### src/rtl/gpio_mdi_pkg.sv
`default_nettype none
// ----------------------------------------------------------------------------
// GPIO masked-data port: shared types and constants
// Function codes, register offsets and the request / response item layout.
// ----------------------------------------------------------------------------
package gpio_mdi_pkg;

  localparam int unsigned BYTE_W = 8;
  localparam int unsigned ADDR_W = 12;

  typedef enum logic [1:0] {
    FUNC_READ  = 2'd0,
    FUNC_WRITE = 2'd1,
    FUNC_TICK  = 2'd2,
    FUNC_NOP   = 2'd3
  } func_e;

  // Register offsets, bits 1:0 ignored on compare
  localparam logic [ADDR_W-1:0] OFF_DIR = 12'h400;
  localparam logic [ADDR_W-1:0] OFF_IS  = 12'h404;
  localparam logic [ADDR_W-1:0] OFF_IBE = 12'h408;
  localparam logic [ADDR_W-1:0] OFF_IEV = 12'h40c;
  localparam logic [ADDR_W-1:0] OFF_IE  = 12'h410;
  localparam logic [ADDR_W-1:0] OFF_RIS = 12'h414;
  localparam logic [ADDR_W-1:0] OFF_MIS = 12'h418;
  localparam logic [ADDR_W-1:0] OFF_IC  = 12'h41c;

  typedef struct packed {
    func_e             func;
    logic [ADDR_W-1:0] addr;
    logic [BYTE_W-1:0] wdata;
    logic [BYTE_W-1:0] pins_in;
  } req_t;

  typedef struct packed {
    logic [BYTE_W-1:0] rdata;
    logic [BYTE_W-1:0] pins_out;
    logic [BYTE_W-1:0] pins_oe;
    logic              irq;
  } rsp_t;

endpackage
`default_nettype wire

### src/rtl/gpio_mdi_req_if.sv
`default_nettype none
// ----------------------------------------------------------------------------
// GPIO request channel
// Valid/ready channel carrying one bus access or pin sample tick per item.
// ----------------------------------------------------------------------------
interface gpio_mdi_req_if import gpio_mdi_pkg::*; ();

  logic valid;
  logic ready;
  req_t payload;

  modport source (output valid, output payload, input ready);
  modport sink   (input valid, input payload, output ready);

endinterface
`default_nettype wire

### src/rtl/gpio_mdi_rsp_if.sv
`default_nettype none
// ----------------------------------------------------------------------------
// GPIO response channel
// Valid/ready channel carrying one result item per request.
// ----------------------------------------------------------------------------
interface gpio_mdi_rsp_if import gpio_mdi_pkg::*; ();

  logic valid;
  logic ready;
  rsp_t payload;

  modport source (output valid, output payload, input ready);
  modport sink   (input valid, input payload, output ready);

endinterface
`default_nettype wire

### src/rtl/gpio_mdi_core.sv
`default_nettype none
// ----------------------------------------------------------------------------
// GPIO register file and event detector
// Holds the port state, applies one item when fire_i is high and presents
// the result computed from the updated state.
// ----------------------------------------------------------------------------
module gpio_mdi_core import gpio_mdi_pkg::*; #(
  parameter int unsigned PIN_COUNT = 8
) (
  input  logic clk_i,
  input  logic rst_ni,
  input  logic fire_i,
  input  req_t req_i,
  output rsp_t rsp_o
);

  localparam int unsigned PW = PIN_COUNT;

  logic [PW-1:0] out_latch_q, out_latch_d;
  logic [PW-1:0] dir_q, dir_d;
  logic [PW-1:0] is_q, is_d;
  logic [PW-1:0] ibe_q, ibe_d;
  logic [PW-1:0] iev_q, iev_d;
  logic [PW-1:0] ie_q, ie_d;
  logic [PW-1:0] ris_q, ris_d;
  logic [PW-1:0] last_q, last_d;

  // Byte-wide fields resized to the pin count (zero fill or truncate)
  logic [PW+BYTE_W-1:0] wd_wide, ext_wide, msk_wide;
  logic [PW-1:0]        wd, ext, amask;

  logic [PW-1:0] level, rise, fall, edge_hit, active;
  logic [PW-1:0] rd;
  logic [PW+BYTE_W-1:0] rd_wide, ol_wide, dir_wide;
  logic [ADDR_W-1:0]    offs;
  logic                 data_sel;

  assign wd_wide  = {{PW{1'b0}}, req_i.wdata};
  assign ext_wide = {{PW{1'b0}}, req_i.pins_in};
  assign msk_wide = {{PW{1'b0}}, req_i.addr[BYTE_W+1:2]};
  assign wd       = wd_wide[PW-1:0];
  assign ext      = ext_wide[PW-1:0];
  assign amask    = msk_wide[PW-1:0];

  assign offs     = {req_i.addr[ADDR_W-1:2], 2'b00};
  assign data_sel = (offs < OFF_DIR);

  // Outputs read back their own driven value
  assign level    = (out_latch_q & dir_q) | (ext & ~dir_q);
  assign rise     = level & ~last_q;
  assign fall     = last_q & ~level;
  assign edge_hit = (ibe_q & (rise | fall)) |
                    (~ibe_q & ((iev_q & rise) | (~iev_q & fall)));
  assign active   = ~(level ^ iev_q);

  always_comb begin
    out_latch_d = out_latch_q;
    dir_d       = dir_q;
    is_d        = is_q;
    ibe_d       = ibe_q;
    iev_d       = iev_q;
    ie_d        = ie_q;
    ris_d       = ris_q;
    last_d      = last_q;
    rd          = '0;
    case (req_i.func)
      FUNC_READ: begin
        if (data_sel) begin
          rd = level & amask;
        end else begin
          case (offs)
            OFF_DIR: rd = dir_q;
            OFF_IS:  rd = is_q;
            OFF_IBE: rd = ibe_q;
            OFF_IEV: rd = iev_q;
            OFF_IE:  rd = ie_q;
            OFF_RIS: rd = ris_q;
            OFF_MIS: rd = ris_q & ie_q;
            default: rd = '0;
          endcase
        end
      end
      FUNC_WRITE: begin
        if (data_sel) begin
          out_latch_d = (out_latch_q & ~amask) | (wd & amask);
        end else begin
          case (offs)
            OFF_DIR: dir_d = wd;
            OFF_IS:  is_d  = wd;
            OFF_IBE: ibe_d = wd;
            OFF_IEV: iev_d = wd;
            OFF_IE:  ie_d  = wd;
            OFF_IC:  ris_d = ris_q & ~wd;
            default: ;
          endcase
        end
      end
      FUNC_TICK: begin
        // Edge bits are sticky; level bits follow the pin on every tick
        ris_d  = ((ris_q | edge_hit) & ~is_q) | (active & is_q);
        last_d = level;
      end
      default: ;
    endcase
  end

  always_ff @(posedge clk_i or negedge rst_ni) begin
    if (!rst_ni) begin
      out_latch_q <= '0;
      dir_q       <= '0;
      is_q        <= '0;
      ibe_q       <= '0;
      iev_q       <= '0;
      ie_q        <= '0;
      ris_q       <= '0;
      last_q      <= '0;
    end else if (fire_i) begin
      out_latch_q <= out_latch_d;
      dir_q       <= dir_d;
      is_q        <= is_d;
      ibe_q       <= ibe_d;
      iev_q       <= iev_d;
      ie_q        <= ie_d;
      ris_q       <= ris_d;
      last_q      <= last_d;
    end
  end

  assign rd_wide  = {{BYTE_W{1'b0}}, rd};
  assign ol_wide  = {{BYTE_W{1'b0}}, out_latch_d};
  assign dir_wide = {{BYTE_W{1'b0}}, dir_d};

  assign rsp_o.rdata    = rd_wide[BYTE_W-1:0];
  assign rsp_o.pins_out = ol_wide[BYTE_W-1:0];
  assign rsp_o.pins_oe  = dir_wide[BYTE_W-1:0];
  assign rsp_o.irq      = |(ris_d & ie_d);

endmodule
`default_nettype wire

### src/rtl/gpio_port_masked_data_irq.sv
`default_nettype none
// ----------------------------------------------------------------------------
// GPIO port with masked data addressing and per-pin interrupts
// Top level: input register, register file / event detector, result register.
// ----------------------------------------------------------------------------
// Each request item is a bus read, a bus write or a pin sample tick, and
// produces exactly one response item computed from the state after the item
// is applied. The port sustains one item per clock while responses are taken:
// a request is captured in an input register, then applied to the register
// file, and the result lands in an output register. The input side keeps
// accepting while a finished response waits, as long as the result register
// is free or being drained in the same cycle; the only stall is a full input
// register behind a response that is not taken. Data offsets below 0x400 use
// address bits 9:2 as the pin mask; control registers sit at 0x400..0x41C,
// and everything from 0x420 up reads as zero and ignores writes.
module gpio_port_masked_data_irq import gpio_mdi_pkg::*; #(
  parameter int unsigned PIN_COUNT = 8
) (
  input  logic           clk_i,
  input  logic           rst_ni,
  gpio_mdi_req_if.sink   req_i,
  gpio_mdi_rsp_if.source rsp_o
);

  req_t req_q;
  logic in_valid_q;
  rsp_t rsp_q, rsp_d;
  logic out_valid_q;
  logic advance;
  logic in_take;

  // Apply the held item when the result register is empty or being drained
  assign advance     = in_valid_q & (~out_valid_q | rsp_o.ready);
  assign req_i.ready = ~in_valid_q | advance;
  assign in_take     = req_i.valid & req_i.ready;

  // Hold the incoming item; payload needs no reset
  always_ff @(posedge clk_i) begin
    if (in_take) begin
      req_q <= req_i.payload;
    end
  end

  always_ff @(posedge clk_i or negedge rst_ni) begin
    if (!rst_ni) begin
      in_valid_q <= 1'b0;
    end else if (req_i.ready) begin
      in_valid_q <= req_i.valid;
    end
  end

  gpio_mdi_core #(
    .PIN_COUNT (PIN_COUNT)
  ) u_core (
    .clk_i  (clk_i),
    .rst_ni (rst_ni),
    .fire_i (advance),
    .req_i  (req_q),
    .rsp_o  (rsp_d)
  );

  // Result register: load on advance, drop once taken
  always_ff @(posedge clk_i) begin
    if (advance) begin
      rsp_q <= rsp_d;
    end
  end

  always_ff @(posedge clk_i or negedge rst_ni) begin
    if (!rst_ni) begin
      out_valid_q <= 1'b0;
    end else if (advance) begin
      out_valid_q <= 1'b1;
    end else if (rsp_o.ready) begin
      out_valid_q <= 1'b0;
    end
  end

  assign rsp_o.valid   = out_valid_q;
  assign rsp_o.payload = rsp_q;

  // A stall on the input only comes from a full pipe behind a blocked result
  a_stall_cause: assert property (@(posedge clk_i) disable iff (!rst_ni)
    !req_i.ready |-> (in_valid_q && out_valid_q && !rsp_o.ready))
    else $error("input stalled without a blocked result");

  // An applied item always leaves a result behind
  a_advance_fills: assert property (@(posedge clk_i) disable iff (!rst_ni)
    advance |=> out_valid_q)
    else $error("result register empty after advance");

  // An accepted item is held in the input register
  a_take_holds: assert property (@(posedge clk_i) disable iff (!rst_ni)
    in_take |=> in_valid_q)
    else $error("accepted item lost");

  // A held item that is not applied stays unchanged
  a_held_stable: assert property (@(posedge clk_i) disable iff (!rst_ni)
    (in_valid_q && !advance) |=> (in_valid_q && $stable(req_q)))
    else $error("held item changed while stalled");

  // A drained result with nothing behind it empties the result register
  a_drain_empties: assert property (@(posedge clk_i) disable iff (!rst_ni)
    (out_valid_q && rsp_o.ready && !advance) |=> !out_valid_q)
    else $error("result repeated after being taken");

endmodule
`default_nettype wire
### src/flat_wrapper.sv
// flat-port wrapper written by rule: the top's interface ports become plain ports
module gpio_port_masked_data_irq_flat import gpio_mdi_pkg::*;
#(
  parameter int unsigned PIN_COUNT = 8
)
  (clk_i, rst_ni, req_i_valid, req_i_payload, req_i_ready, rsp_o_valid, rsp_o_payload, rsp_o_ready);
  gpio_mdi_req_if req_i_i ();
  gpio_mdi_rsp_if rsp_o_i ();
  input  logic clk_i;
  input  logic rst_ni;
  input wire logic [$bits(req_i_i.valid)-1:0] req_i_valid;
  input wire logic [$bits(req_i_i.payload)-1:0] req_i_payload;
  output wire logic [$bits(req_i_i.ready)-1:0] req_i_ready;
  output wire logic [$bits(rsp_o_i.valid)-1:0] rsp_o_valid;
  output wire logic [$bits(rsp_o_i.payload)-1:0] rsp_o_payload;
  input wire logic [$bits(rsp_o_i.ready)-1:0] rsp_o_ready;
  assign req_i_i.valid = req_i_valid;
  assign req_i_i.payload = req_i_payload;
  assign req_i_ready = req_i_i.ready;
  assign rsp_o_valid = rsp_o_i.valid;
  assign rsp_o_payload = rsp_o_i.payload;
  assign rsp_o_i.ready = rsp_o_ready;
  gpio_port_masked_data_irq #(.PIN_COUNT(PIN_COUNT)) u_core (.clk_i(clk_i), .rst_ni(rst_ni), .req_i(req_i_i), .rsp_o(rsp_o_i));
endmodule
### config.mk
export PLATFORM = sky130hd
export DESIGN_NAME = gpio_port_masked_data_irq_flat
export DESIGN_NICKNAME = d
export VERILOG_FILES = /design/src/rtl/gpio_mdi_pkg.sv /design/src/rtl/gpio_mdi_req_if.sv /design/src/rtl/gpio_mdi_rsp_if.sv /design/src/rtl/gpio_mdi_core.sv /design/src/rtl/gpio_port_masked_data_irq.sv /design/src/flat_wrapper.sv
export SDC_FILE = /design/constraint.sdc
export NUM_CORES = 1
export LEC_CHECK = 0
export BUFFER_PORTS_ARGS = -buffer_cell sky130_fd_sc_hd__clkbuf_2
export CELL_PAD_IN_SITES_DETAIL_PLACEMENT = 2
export CELL_PAD_IN_SITES_GLOBAL_PLACEMENT = 2
export CORE_MARGIN = 5
export CORE_UTILIZATION = 41
export DETAILED_ROUTE_END_ITERATION = 8
export PLACE_DENSITY = 0.89
export SLEW_MARGIN = 20
export SYNTH_ARGS = -nofsm -noshare
export SYNTH_HDL_FRONTEND = slang
export SYNTH_HIERARCHICAL = 1
export SYNTH_SLANG_ARGS = --single-unit
### constraint.sdc
create_clock -name clk_i -period 3 [get_ports clk_i]
set_input_delay 0.6 -clock clk_i [delete_from_list [all_inputs] [get_ports clk_i]]
set_output_delay 0.6 -clock clk_i [all_outputs]
set_load 0.005 [all_outputs]
Word-level counts from Yosys, hierarchy flattened
Index checks and enable logic that the tools add are counted.

Register bits after elaboration: 121. Input bits: 34. Bits in latches: 0. Logic and storage cells: 91. Output and inout port bits: 27. Memories kept: 0. Bits in read-only memories: 0. Memory bits (writable): 0.

Multiply operators: 0. Add/subtract/negate cells: 0. Reductions and logical operators: 7. Shift operators: 0. Magnitude comparators: 1. Mux-type cells: 15. Bitwise operators: 40. Div/mod/pow operators: 0. Equality and inequality tests: 10.

Operators by type and width (count): $and 8x8->8 (16); $mux 8 (11); $eq 10x9->1 const B (8); $not 8->8 (9); $or 8x8->8 (7); $pmux 8 s7 (1); $pmux 8 s2 (1); $lt 12x11->1 const B (1); $reduce_and 4->1 (3); $reduce_or 8->1 (1); $xor 8x8->8 (1); $not 1->1 (3); $and 1x1->1 (2); $eq 2x1->1 const B (1); $eq 2x2->1 const B (1); $logic_not 2->1 (1); $mux 1 (2); $or 1x1->1 (2); $reduce_and 2->1 (1); $reduce_bool 2->1 (1).

Logic depth before layout (Yosys ltp)
Word-level depth: 15. Mapped depth: 10. Depth with buffers taken out: 9.

Cells and area by module
Netlist, hierarchy kept.

Modules (own cells, without submodules): gpio_mdi_core (area each 4403.0 µm², sequential area each 1601.5 µm², instances 1, cells each 431); gpio_port_masked_data_irq (area each 1755.4 µm², sequential area each 1701.6 µm², instances 1, cells each 63).

Least setup slack after synthesis
No wires, ideal clock.

Path kind: input to register. Start: input rsp_o_ready. End: register u_core.u_core.dir_q[7]. Arrival time: 2.503 ns. Library setup time: 0.125 ns. Stages on the path: 5. Required time: 2.875 ns. Path buffers: 2. Slack: 0.372 ns. Cells stage by stage: nand2b_1 > and2_1 > clkbuf_1 > buf_1 > mux2_2.

Cells in the longest elaborated chain, start to end: 2.

Ends and longest elaborated chain: start: declaration (line flat_wrapper.sv:16) `input wire logic [$bits(rsp_o_i.ready)-1:0] rsp_o_ready;`; $or 1x1->1 (line gpio_port_masked_data_irq.sv:33) `assign advance = in_valid_q & (~out_valid_q | rsp_o.ready);`; $and 1x1->1 (line gpio_port_masked_data_irq.sv:33); net u_core.advance (line gpio_port_masked_data_irq.sv:29) `logic advance;`; end signal: assignment (line gpio_mdi_core.sv:119) `dir_q <= dir_d;`; end: declaration (line gpio_mdi_core.sv:20) `logic [PW-1:0] dir_q, dir_d;`.

The timed path passes the listed nets, and every way through them passes these cells. A chain may end at the register's enable or synchronous reset.

==> reports/results.md <==
| Group | Item | Reported |
|---|---|---|
| outcome | Outcome | finished, final reports clean |
| pwr | Switching share of power | 0.295 |
| placement | Worst slack after detailed placement | 0.0420 ns |
| sta | Worst rel slew slack | 0.469 |
| sta | Hold Vio Cnt, Final | 0 |
| floorplanning | Floorplan row count | 44 |
| route | 1st-iter DRT viols | 369 |
| setup path | Critical path peak fanout | 4 |
| global routing | Largest net degree at the start of global routing | 42 |
| cts | Buffers from clock root to sink, at most | 2 |
| route | Final ANT Viol Nets | 0 |
| worst hold path | Hold crit path type | input pin to asynchronous set/reset pin |
| setup path | CP Data Required Time | 3.15 ns |
| cells and area | Area growth syn-to-layout | 20.7% |
| floorplanning | Initial standard-cell utilization of the core | 0.418 |
| floorplanning | Number of placed I/O pins | 61 |
| route | Vias per cell | 6.26 |
| global routing | Fraction of met1 tracks used by global routing | 0.293 |
| setup path | Register-to-Register Path Depth | 10 |
| pwr | Reported net switching power | 0.00141 W |
| global routing | Wire length of the first global-routing pass | 34800 um |
| sta | Finish-stage setup viols | 0 |
| cts | TritonCTS clock tree | yes |
| yosys | Synthesized netlist net count | 545 |
| route | Post-DR wirelength/cell | 29.8 um |
| pwr | Proportion of power drawn by flip-flops and latches | 0.435 |
| pwr | Power Density | 647 mW/mm^2 |
| cts | Clock root buffer | sky130_fd_sc_hd__clkbuf_16 |
| cells and area | Final standard cell count with taps included and fillers excluded | 779 |
| floorplanning | Overall die height | 132 um |
| yosys | Mean cell area of the mapped netlist | 12.4 sq um |
| run | Max-cap violation count | 0 |
| pwr | Internal power | 0.00336 W |
| cts | Post-CTS Hold Fix Bufs | 0 |
| sta | Least-Margin Pin Slew | 0.796 ns |
| global routing | Most Crowded Layer GR | met2 |
| cells and area | Final standard cell utilization of the core | 0.505 |
| global routing | Global Route Usage Sum | 0.265 |
| route | Iteration count of the initial detailed-routing pass | 4 |
| floorplanning | Total die area | 0.0174 sq mm |
| setup path | Crit start category | flip-flop |
| pwr | Part of the power in the clock network | 0.421 |
| sta | Max Slew Vio Count | 0 |
| sta | Max Clock Skew | 0.0167 ns |
| floorplanning | Core region area | 0.0146 sq mm |
| yosys | Yosys warning total | 6 |
| sta | Smallest setup slack after layout | 0.0992 ns |
| sta | Final worst path period need | 2.90 ns |
| sta | Portion of the clock cycle consumed by the worst path in the final layout | 0.967 |
| cts | Num Clock Sinks | 119 |
| cells and area | Number of nets in the layout | 634 |
| cts | Clock latency reported for the late side of the worst-skew pair | 0.44 ns |
| cts | CTS H-Tree Depth | 4 |
| setup path | Category of the critical setup timing path | flip-flop to flip-flop |
| cells and area | Fraction of final layout cells sized beyond drive strength 1 | 0.352 |
| sta | Achievable clock frequency | 0.345 GHz |
| placement | Cell Count Post-Placement | 746 |
| placement | Final weighted congestion of routability-driven global placement | 0.847 |
| route | Via count | 4873 |
| cts | CTS clk-pin slew, worst paths | 0.07 ns |
| sta | Post-Route Setup TNS | 0 ns |
| global routing | Global route overflow | 0 |
| placement | Post-DP HPWL | 14100 um |
| pwr | Largest vdd supply drop | 0.000490 V |
| placement | Input/output buffers | 58 |
| global routing | GR Layer Usage met3 | 0.0725 |
| setup path | CP Data Arrival Time | 3.06 ns |
| cts | Setup repair bufs after CTS | 0 |
| pwr | Logic gate share of total power | 0.144 |
| yosys | Post-synthesis cell area | 0.00610 sq mm |
| yosys | Number of cells produced by synthesis | 492 |
| global routing | Number of antenna violations at the first check in global routing | 0 |
| setup path | CP endpoint kind | flip-flop |
| global routing | Routing usage on met2 | 0.445 |
| cts | Number of buffers created by CTS | 17 |
| route | Remaining DRCs | 0 |
| global routing | Number of global-route vias before repair | 5652 |
| floorplanning | Chip width | 132 um |
| route | Wire length reported by the detailed router | 23200 um |
| pwr | Leakage | 3.27 nW |
## registers in the layout, summed over array words and instances (netlist names)
name / flops
u_core/rsp_o.valid: 1
u_core/u_core/ie_q: 8
u_core/u_core/dir_q: 8
u_core/u_core/ibe_q: 8
u_core/u_core/ris_q: 8
u_core/in_valid_q: 1
u_core/u_core/out_latch_q: 8
u_core/u_core/is_q: 8
u_core/req_q: 28
u_core/u_core/last_q: 8
u_core/rsp_o.payload: 25
u_core/u_core/iev_q: 8
## placed cells by master (no fill, tap or decap), types with 4 or more instances in the layout
master                      count
sky130_fd_sc_hd__mux2_2        71
sky130_fd_sc_hd__dfrtp_1       66
sky130_fd_sc_hd__clkbuf_2      57
sky130_fd_sc_hd__edfxtp_1      53
sky130_fd_sc_hd__buf_4         30
sky130_fd_sc_hd__mux2i_1       30
sky130_fd_sc_hd__a21oi_1       30
sky130_fd_sc_hd__inv_1         28
sky130_fd_sc_hd__nand2_1       28
sky130_fd_sc_hd__ha_1          19
sky130_fd_sc_hd__clkbuf_16     17
sky130_fd_sc_hd__nor2_1        17
sky130_fd_sc_hd__nand3_1       13
sky130_fd_sc_hd__o21ai_0       11
sky130_fd_sc_hd__a31oi_1       10
sky130_fd_sc_hd__o211ai_1      10
sky130_fd_sc_hd__nand2b_1       9
sky130_fd_sc_hd__nor2b_1        9
sky130_fd_sc_hd__o22ai_1        7
sky130_fd_sc_hd__nand4_1        6
sky130_fd_sc_hd__clkinv_4       5
sky130_fd_sc_hd__nor3b_1        5
sky130_fd_sc_hd__a22oi_1        5
sky130_fd_sc_hd__xnor2_1        4
sky130_fd_sc_hd__xor2_1         4
## stage by stage
stage / area, sq um / hold WS (ns) / total power, W
3_3_place_gp: 6780 / 0.508 / 0.00263
4_1_cts: 7350 / 0.266 / 0.00477
2_1_floorplan: 6100 / 0.304 / 0.00242
3_5_place_dp: 6780 / 0.530 / 0.00273
5_1_grt: 7360 / 0.287 / 0.00495
6_report: 7360 / 0.239 / 0.00476
## what timing repair did
item | 4_1_cts | 5_1_grt
setup endpoints to repair | 1 | 1
gates resized for setup | 2 | 2
pin swaps | 0 | 0
## power by group through the flow
| stage | clock [W] | sequential [W] | combinational (W) |
|---|---|---|---|
| 3_5_place_dp | 0 | 0.00208 | 0.000646 |
| 4_1_cts | 0.00203 | 0.00206 | 0.000681 |
| 3_3_place_gp | 0 | 0.00206 | 0.000578 |
| 5_1_grt | 0.00212 | 0.00209 | 0.000739 |
| 2_1_floorplan | 0 | 0.00203 | 0.000391 |
| 6_report | 0.00200 | 0.00207 | 0.000686 |
## critical path: stages (launching register included)
cell,delay (ns)
sky130_fd_sc_hd__dfrtp_1,0.48
sky130_fd_sc_hd__mux2i_4,0.34
sky130_fd_sc_hd__inv_1,0.12
sky130_fd_sc_hd__ha_1,0.21
sky130_fd_sc_hd__mux2_2,0.28
sky130_fd_sc_hd__o21ai_0,0.18
sky130_fd_sc_hd__a22oi_1,0.12
sky130_fd_sc_hd__a22o_1,0.30
sky130_fd_sc_hd__a2111oi_2,0.31
sky130_fd_sc_hd__buf_4,0.17
sky130_fd_sc_hd__o2111ai_1,0.10
## layout make-up
| type | count | area [sq um] |
|---|---|---|
| clock inverter | 14 | 126 |
| sequential | 119 | 3240 |
| fill | 1414 | 7230 |
| clock buffer | 18 | 439 |
| multi-input combinational | 326 | 2700 |
| antenna | 1 | 2.50 |
| tap | 184 | 230 |
| inverter | 29 | 109 |
| timing repair buffer | 88 | 515 |
## final timing paths
check	end	startpoint	slack [ns]
setup / recovery	u_core/rsp_o.payload[0]$_DFFE_PP_	u_core/u_core/dir_q[7]$_DFFE_PN0P_	0.1
max in group asynchronous	u_core/u_core/iev_q[6]$_DFFE_PN0P_	rst_ni	1.91
setup reg to reg	u_core/rsp_o.payload[0]$_DFFE_PP_	u_core/u_core/dir_q[7]$_DFFE_PN0P_	0.1
hold / removal	u_core/u_core/is_q[2]$_DFFE_PN0P_	rst_ni	0.24
hold reg to reg	u_core/u_core/out_latch_q[1]$_DFFE_PN0P_	u_core/u_core/out_latch_q[1]$_DFFE_PN0P_	0.54
min in group clk_i	u_core/req_q[27]$_DFFE_PP_	req_i_payload[27]	0.34
## per-layer routing
| layer | routed length [um] | share of wire |
|---|---|---|
| met1 | 8620 | 0.37 |
| met2 | 12000 | 0.52 |
| met3 | 1240 | 0.053 |
| met4 | 1370 | 0.059 |
| met5 | 0 | 0 |
No activity file was read; power rests on OpenSTA's default activity.
